==> config.mk <==
export PLATFORM = sky130hd
export DESIGN_NAME = modular_inverse_running_min_core
export DESIGN_NICKNAME = d
export VERILOG_FILES = /design/src/rtl/mirm_pkg.sv /design/src/rtl/mirm_ctrl.sv /design/src/rtl/mirm_dp.sv /design/src/rtl/modular_inverse_running_min_core.sv
export SDC_FILE = /design/constraint.sdc
export NUM_CORES = 2
export LEC_CHECK = 0
export ABC_AREA = 1
export BUFFER_PORTS_ARGS = -buffer_cell sky130_fd_sc_hd__buf_2
export CELL_PAD_IN_SITES_DETAIL_PLACEMENT = 0
export CELL_PAD_IN_SITES_GLOBAL_PLACEMENT = 1
export CORE_MARGIN = 4
export CORE_UTILIZATION = 35
export DETAILED_ROUTE_END_ITERATION = 10
export PLACE_DENSITY_LB_ADDON = 0.08
export SLEW_MARGIN = 20
export SYNTH_ARGS = -nofsm -noshare
export SYNTH_HDL_FRONTEND = slang
export SYNTH_HIERARCHICAL = 1
export SYNTH_SLANG_ARGS = --single-unit
export TNS_END_PERCENT = 50
==> constraint.sdc <==
create_clock -name clk -period 11.35 [get_ports clk]
set_clock_uncertainty 0.05 [all_clocks]
set_input_delay 2.27 -clock clk [delete_from_list [all_inputs] [get_ports clk]]
set_output_delay 2.27 -clock clk [all_outputs]
set_load 0.01 [all_outputs]
==> src/rtl/mirm_pkg.sv <==
`default_nettype none

package mirm_pkg;

  localparam int unsigned OPERAND_WIDTH_DEF = 32;

  typedef struct packed {
    logic [31:0] value;
    logic [31:0] modulus;
    logic        clear;
    logic [63:0] initial_bound;
  } in_item_t;

  typedef struct packed {
    logic [31:0] divisor;
    logic [31:0] inverse;
    logic [63:0] candidate;
    logic        skipped;
    logic [63:0] best;
  } out_item_t;

  typedef enum logic [3:0] {
    ST_IDLE,
    ST_START,
    ST_CHECK,
    ST_ALIGN,
    ST_SUB,
    ST_DIV,
    ST_FIX,
    ST_KSEL,
    ST_MUL,
    ST_DONE
  } state_t;

  // Commands from the controller to the datapath; at most one is high per cycle.
  typedef struct packed {
    logic load;
    logic step_init;
    logic align;
    logic sub;
    logic div_init;
    logic div_step;
    logic fix;
    logic ksel;
    logic mul;
    logic commit;
  } dp_cmd_t;

  typedef struct packed {
    logic skip;
    logic r1_zero;
    logic align_more;
    logic sub_last;
    logic div_last;
  } dp_status_t;

endpackage

`default_nettype wire

==> src/rtl/mirm_ctrl.sv <==
`default_nettype none

module mirm_ctrl (
  input  wire                  clk,
  input  wire                  rst_n,
  input  wire                  in_valid,
  output logic                 in_ready,
  output logic                 out_valid,
  input  wire                  out_ready,
  input  mirm_pkg::dp_status_t status,
  output mirm_pkg::dp_cmd_t    cmd
);

  mirm_pkg::state_t state_r, state_nxt;
  logic             out_valid_r, out_valid_nxt;

  always_ff @(posedge clk) begin
    if (!rst_n) begin
      state_r     <= mirm_pkg::ST_IDLE;
      out_valid_r <= 1'b0;
    end else begin
      state_r     <= state_nxt;
      out_valid_r <= out_valid_nxt;
    end
  end

  always_comb begin
    state_nxt = state_r;
    cmd       = '0;
    unique case (state_r)
      mirm_pkg::ST_IDLE: begin
        if (in_valid) begin
          cmd.load  = 1'b1;
          state_nxt = mirm_pkg::ST_START;
        end
      end
      mirm_pkg::ST_START: begin
        state_nxt = status.skip ? mirm_pkg::ST_DONE : mirm_pkg::ST_CHECK;
      end
      mirm_pkg::ST_CHECK: begin
        if (status.r1_zero) begin
          cmd.div_init = 1'b1;
          state_nxt    = mirm_pkg::ST_DIV;
        end else begin
          cmd.step_init = 1'b1;
          state_nxt     = mirm_pkg::ST_ALIGN;
        end
      end
      mirm_pkg::ST_ALIGN: begin
        if (status.align_more) begin
          cmd.align = 1'b1;
        end else begin
          state_nxt = mirm_pkg::ST_SUB;
        end
      end
      mirm_pkg::ST_SUB: begin
        cmd.sub = 1'b1;
        if (status.sub_last) begin
          state_nxt = mirm_pkg::ST_CHECK;
        end
      end
      mirm_pkg::ST_DIV: begin
        cmd.div_step = 1'b1;
        if (status.div_last) begin
          state_nxt = mirm_pkg::ST_FIX;
        end
      end
      mirm_pkg::ST_FIX: begin
        cmd.fix   = 1'b1;
        state_nxt = mirm_pkg::ST_KSEL;
      end
      mirm_pkg::ST_KSEL: begin
        cmd.ksel  = 1'b1;
        state_nxt = mirm_pkg::ST_MUL;
      end
      mirm_pkg::ST_MUL: begin
        cmd.mul   = 1'b1;
        state_nxt = mirm_pkg::ST_DONE;
      end
      mirm_pkg::ST_DONE: begin
        // The result register must be empty or emptying in this cycle.
        if (!out_valid_r || out_ready) begin
          cmd.commit = 1'b1;
          state_nxt  = mirm_pkg::ST_IDLE;
        end
      end
      default: begin
        state_nxt = mirm_pkg::ST_IDLE;
      end
    endcase
  end

  assign out_valid_nxt = cmd.commit | (out_valid_r & ~out_ready);
  assign out_valid     = out_valid_r;
  assign in_ready      = (state_r == mirm_pkg::ST_IDLE);

endmodule

`default_nettype wire

==> src/rtl/mirm_dp.sv <==
`default_nettype none

module mirm_dp #(
  parameter int unsigned OPERAND_WIDTH = mirm_pkg::OPERAND_WIDTH_DEF
) (
  input  wire                  clk,
  input  wire                  rst_n,
  input  mirm_pkg::in_item_t   in_data,
  input  mirm_pkg::dp_cmd_t    cmd,
  output mirm_pkg::dp_status_t status,
  output mirm_pkg::out_item_t  out_data
);

  localparam int unsigned W  = OPERAND_WIDTH;
  localparam int unsigned SW = W + 3;
  localparam int unsigned CW = $clog2(W);

  logic [W-1:0]          a_r, m_r;
  logic [W-1:0]          r0_r, r1_r, d_r;
  logic signed [SW-1:0]  s0_r, s1_r, ds_r;
  logic [CW-1:0]         cnt_r;
  logic [W-1:0]          rem_r, quo_r, k_r;
  logic                  neg_r;
  logic                  skip_r;
  logic [2*W-1:0]        prod_r;
  logic [63:0]           min_r;
  mirm_pkg::out_item_t   out_r;

  logic [W:0]            d_dbl;
  logic                  sub_ge;
  logic [W-1:0]          r0_sub;
  logic signed [SW-1:0]  s0_sub;
  logic signed [SW-1:0]  s0_abs;
  logic [W:0]            div_trial;
  logic                  div_ge;
  logic [W:0]            div_diff;
  logic [W-1:0]          a_in, m_in;
  logic [63:0]           cand;
  logic [63:0]           new_min;

  assign a_in = in_data.value[W-1:0];
  assign m_in = in_data.modulus[W-1:0];

  // One Euclid step subtracts aligned copies of r1 from r0 while the same
  // shifts of s1 come off s0, which yields s0 - q*s1 without a multiplier.
  assign d_dbl  = {d_r, 1'b0};
  assign sub_ge = (d_r <= r0_r);
  assign r0_sub = sub_ge ? (r0_r - d_r) : r0_r;
  assign s0_sub = sub_ge ? (s0_r - ds_r) : s0_r;

  assign s0_abs    = s0_r[SW-1] ? -s0_r : s0_r;
  assign div_trial = {rem_r, quo_r[W-1]};
  assign div_ge    = (div_trial >= {1'b0, r0_r});
  assign div_diff  = div_trial - {1'b0, r0_r};

  assign cand    = 64'(prod_r) - 64'd1;
  assign new_min = (cand < min_r) ? cand : min_r;

  always_ff @(posedge clk) begin
    if (!rst_n) begin
      min_r <= '1;
    end else if (cmd.load && in_data.clear) begin
      min_r <= in_data.initial_bound;
    end else if (cmd.commit && !skip_r) begin
      min_r <= new_min;
    end
  end

  always_ff @(posedge clk) begin
    if (cmd.load) begin
      a_r    <= a_in;
      m_r    <= m_in;
      r0_r   <= a_in;
      r1_r   <= m_in;
      s0_r   <= SW'(1);
      s1_r   <= '0;
      skip_r <= (a_in <= W'(1)) || (m_in <= W'(1));
    end else if (cmd.step_init) begin
      d_r   <= r1_r;
      ds_r  <= s1_r;
      cnt_r <= '0;
    end else if (cmd.align) begin
      d_r   <= d_dbl[W-1:0];
      ds_r  <= ds_r <<< 1;
      cnt_r <= cnt_r + CW'(1);
    end else if (cmd.sub) begin
      if (cnt_r == '0) begin
        r0_r <= r1_r;
        r1_r <= r0_sub;
        s0_r <= s1_r;
        s1_r <= s0_sub;
      end else begin
        r0_r  <= r0_sub;
        s0_r  <= s0_sub;
        d_r   <= d_r >> 1;
        ds_r  <= ds_r >>> 1;
        cnt_r <= cnt_r - CW'(1);
      end
    end else if (cmd.div_init) begin
      rem_r <= '0;
      quo_r <= s0_abs[W-1:0];
      neg_r <= s0_r[SW-1];
      cnt_r <= '0;
    end else if (cmd.div_step) begin
      rem_r <= div_ge ? div_diff[W-1:0] : div_trial[W-1:0];
      quo_r <= {quo_r[W-2:0], div_ge};
      cnt_r <= cnt_r + CW'(1);
    end else if (cmd.fix) begin
      // The quotient magnitude never exceeds the modulus, so one subtract reduces it.
      quo_r <= (quo_r >= m_r) ? (quo_r - m_r) : quo_r;
    end else if (cmd.ksel) begin
      k_r <= (neg_r && (quo_r != '0)) ? (m_r - quo_r) : quo_r;
    end else if (cmd.mul) begin
      prod_r <= k_r * a_r;
    end
  end

  always_ff @(posedge clk) begin
    if (cmd.commit) begin
      if (skip_r) begin
        out_r.divisor   <= '0;
        out_r.inverse   <= '0;
        out_r.candidate <= '0;
        out_r.skipped   <= 1'b1;
        out_r.best      <= min_r;
      end else begin
        out_r.divisor   <= 32'(r0_r);
        out_r.inverse   <= 32'(k_r);
        out_r.candidate <= cand;
        out_r.skipped   <= 1'b0;
        out_r.best      <= new_min;
      end
    end
  end

  assign status.skip       = skip_r;
  assign status.r1_zero    = (r1_r == '0);
  assign status.align_more = (d_dbl <= {1'b0, r0_r});
  assign status.sub_last   = (cnt_r == '0);
  assign status.div_last   = (cnt_r == CW'(W - 1));
  assign out_data          = out_r;

endmodule

`default_nettype wire

==> src/rtl/modular_inverse_running_min_core.sv <==
// Modular inverse with a running minimum. Each transfer brings a value and a
// modulus (low OPERAND_WIDTH bits used); pairs where either is at most one are
// reported as skipped. Otherwise an iterative extended Euclid finds the gcd and
// the coefficient of the value, the coefficient is divided by the gcd and
// brought into 0..modulus-1, and k*value-1 lowers a 64-bit running minimum that
// resets to all ones and reloads from initial_bound when clear is set. One
// pair is in work at a time. The Euclid steps run on a shift-subtract unit
// and the coefficient division on a bit-serial divider. The result register
// lets the next pair enter while a result waits.
`default_nettype none

module modular_inverse_running_min_core #(
  parameter int unsigned OPERAND_WIDTH = mirm_pkg::OPERAND_WIDTH_DEF
) (
  input  wire                 clk,
  input  wire                 rst_n,
  input  wire                 in_valid,
  output logic                in_ready,
  input  mirm_pkg::in_item_t  in_data,
  output logic                out_valid,
  input  wire                 out_ready,
  output mirm_pkg::out_item_t out_data
);

  mirm_pkg::dp_cmd_t    cmd;
  mirm_pkg::dp_status_t status;

  mirm_ctrl u_ctrl (
    .clk       (clk),
    .rst_n     (rst_n),
    .in_valid  (in_valid),
    .in_ready  (in_ready),
    .out_valid (out_valid),
    .out_ready (out_ready),
    .status    (status),
    .cmd       (cmd)
  );

  mirm_dp #(
    .OPERAND_WIDTH (OPERAND_WIDTH)
  ) u_dp (
    .clk      (clk),
    .rst_n    (rst_n),
    .in_data  (in_data),
    .cmd      (cmd),
    .status   (status),
    .out_data (out_data)
  );

endmodule

`default_nettype wire

==> impl_summary.txt <==
----------------------------------------------------
[Outcome]
  Outcome ... completed

[Timing]
  Worst Tran Pin Value ... 1140 ps
  Final setup violation count ... 0
  Max-Slew Margin vs Limit ... 23.7%
  Crit path time final ... 8230 ps
  Unrepaired setup endpoints after global routing ... false
  Final-layout setup total negative slack ... 0 ps
  Final Max Slew Viols ... 0
  Ratio of final minimum period to clock period ... 72.5%
  Fmax ... 122 MHz
  Final count of hold timing violations ... 0

[Detailed routing]
  Drt wl/cell ... 22.2 µm
  Final wirelength ... 309 mm
  Number of antenna-violating nets in the routed design ... 0
  Number of DRC violations after detailed-routing iteration 0 ... 4,673
  Average vias per placed instance ... 4.99
  Post-detailed-route DRC marker count ... 0
  Number of iterations in the first detailed-routing pass ... 6
  Total via count after detailed routing ... 69,300

[Floorplan]
  Full die area ... 239,000 µm²
  Count of standard-cell rows ... 176
  I/O pins ... 328
  Vertical extent of the die ... 489 µm
  Initial Util ... 35.2%
  Core ar. ... 230,000 µm²
  Die Width ... 489 µm

[Critical path]
  Highest-delay cell along the critical path ... edfxtp_1
  Startpoint-to-endpoint class of the critical path ... flip-flop to flip-flop
  FF-to-FF path depth ... 25
  Required time of the worst setup path ... 11,820 ps
  Crit path top cell by count ... fa_1
  CP startpoint kind ... flip-flop
  Largest fanout on the critical path ... 18
  Arrival time of the worst setup path ... 8700 ps
  Worst path bufs/invs ... 7
  Logic depth of the worst path, buffers included ... 25
  Critical path endpoint category ... flip-flop
  Slowest Stage Delay on Critical Path ... 750 ps
  Cell family contributing the most delay on the critical path ... adder cells
  Reg-to-reg slack, setup ... 3120 ps

[Synth]
  Unique cell type count in the Yosys netlist ... 58
  Sequential element share of the synthesized area ... 24.1%
  Post-synthesis register bit count ... 694
  Cells after Synth ... 10,700
  Area share of the leading cell type in the synthesized netlist ... 22.3%
  Async S/R FF share, synth ... 0%
  Commonest cells in the netlist ... nand2_1 (2,691), inv_1 (2,402), fa_1 (901)
  YS warnings ... 6
  Most common cell in the netlist ... nand2_1
  Post-Syn Area per Cell ... 7.55 µm²
  Most area-consuming cells after synthesis ... fa_1 (22%), edfxtp_1 (21%), nand2_1 (12%)
  Count of flip-flops with a built-in enable after synthesis ... 555
  Synthesized cell area ... 80,800 µm²
  Cell type contributing the most total cell area after synthesis ... fa_1
  Most used DFF post-synth ... edfxtp_1
  Syn_nets ... 12,300

[Clock tree]
  Longest Clk Path Bufs ... 3
  Later-pin clock latency in the skew report ... 770 ps
  TritonCTS clock tree ... built
  Post-cts hold buffer count ... 0
  Maximum level of the CTS H-tree ... 3
  Register clock-pin slew on the reported worst setup and hold paths ... 60 ps
  Inserted Clock Buffers ... 91
  Clock sinks ... 694
  Clock tree root driver cell ... clkbuf_16
  Post-CTS setup-driven buffer insertion count ... 0
  Number of cells upsized or downsized after cts ... 0

[Placement]
  Placer Congestion ... 0.916
  Port-buffer cells ... 327
  Placed wire-length estimate after detailed placement ... 244 mm

[GRT]
  All-Layer GR Usage ... 25.9%
  First-pass GRT wire length ... 464 mm
  Initial antenna violation count ... 21
  Via count of the first global-routing pass ... 73,000
  Maximum number of pins on one net before global-route repair ... 162
  Grt total ovfl ... 0

[Job]
  Maximum Capacitance Violations ... 0

[Final layout]
  Fraction of layout cells with a size suffix above 1 ... 6.32%
  Area growth, synth to finish ... 9.69%
  Fill count ... 24,400
  Net count of the finished layout ... 12,400

[Min path]
  Kind of path behind the tightest hold check ... flip-flop to flip-flop
  Hold-critical path depth ... 2

----------------------------------------------------
-- flip-flops by register name, indices dropped and copies added (netlist names), 35 cells and up --
register,count
u_dp/s1_r,35
u_dp/out_data,193
u_dp/prod_r,64
u_dp/s0_r,35
u_dp/ds_r,35
u_dp/min_r,64
-- cells by family (layout without fill, tap and decap cells) --
group | after synthesis | count (layout) | synth area share (%)
xor gates and xnor gates | 201 | 201 | 2.21
and+or+nand+nor | 4174 | 4174 | 20.9
other | 0 | 7 | 0
buffers and inverters | 2852 | 3021 | 13.4
AOI/OAI and AO/OA | 1360 | 1360 | 9.00
adders and majority gates | 1424 | 1424 | 30.4
DFF | 694 | 694 | 24.1
-- worst min-delay path: cells and delay by family (launching register included) --
kind	cells	cell delay, ps
DFF	1	330
and+or+nand+nor	2	110
-- worst paths after layout --
| check | to | from |
|---|---|---|
| setup reg to reg | u_dp/prod_r[38] | u_dp/k_r[19] |
| hold reg to reg | u_dp/s1_r[11] | u_dp/s1_r[11] |
| hold / removal | u_dp/s1_r[11] | u_dp/s1_r[11] |
| setup / recovery | u_dp/prod_r[38] | u_dp/k_r[19] |
-- area by class of cell --
| type | count | area (µm²) | share of cell area (%) |
|---|---|---|---|
| multi-input cells | 7159 | 50600 | 57.1 |
| flip-flops and latches | 694 | 19400 | 21.9 |
| inverters | 2417 | 9070 | 10.2 |
| well taps | 3026 | 3790 | 4.27 |
| clock buffers | 119 | 2540 | 2.86 |
| repair buffers | 432 | 2440 | 2.76 |
| clock inverters | 53 | 721 | 0.813 |
| diodes | 7 | 17.5 | 0.0198 |
-- metal layers --
layer | wire length, µm | up-vias | GRT usage, %
li1 | - | 32900 | -
met1 | 130000 | 34200 | 32.2
met2 | 154000 | 1786 | 46.3
met3 | 13000 | 445 | 2.78
met4 | 12200 | 2 | 9.09
met5 | 13 | - | 0
-- through the flow --
stage	cells	hold WS, ps	instance area (µm²)	util, %	setup slack (ps)
floorplan	10700	390	80800	-	785
global placement	13700	415	85400	37.1	3000
detailed placement	13700	418	85400	37.1	3030
CTS	13900	429	88600	38.5	3080
global route	13900	460	88600	38.6	2680
finish	13900	429	88600	38.6	3120
-- cell usage in the layout (no fill, tap or decap), types with 19 or more instances in the layout --
master        n
fa_1        901
o211ai_1     19
a21o_1       33
edfxtp_1    555
nand2_2      28
o21bai_1     43
inv_1      2398
nand2_1    2688
nor2_1      818
clkbuf_16    94
xor2_1      175
nor4_1       46
a21oi_1     491
buf_2       327
o21ai_0     589
nand3b_1     26
nand4_1      61
buf_4       102
nor3_1       51
dfxtp_1     139
o21ai_1      73
ha_1        523
nand3_1     382
xnor2_1      23
a31oi_1      52
Power is not shown: default switching activity piles up to over one toggle a cycle in this logic, so the estimate is an artifact.
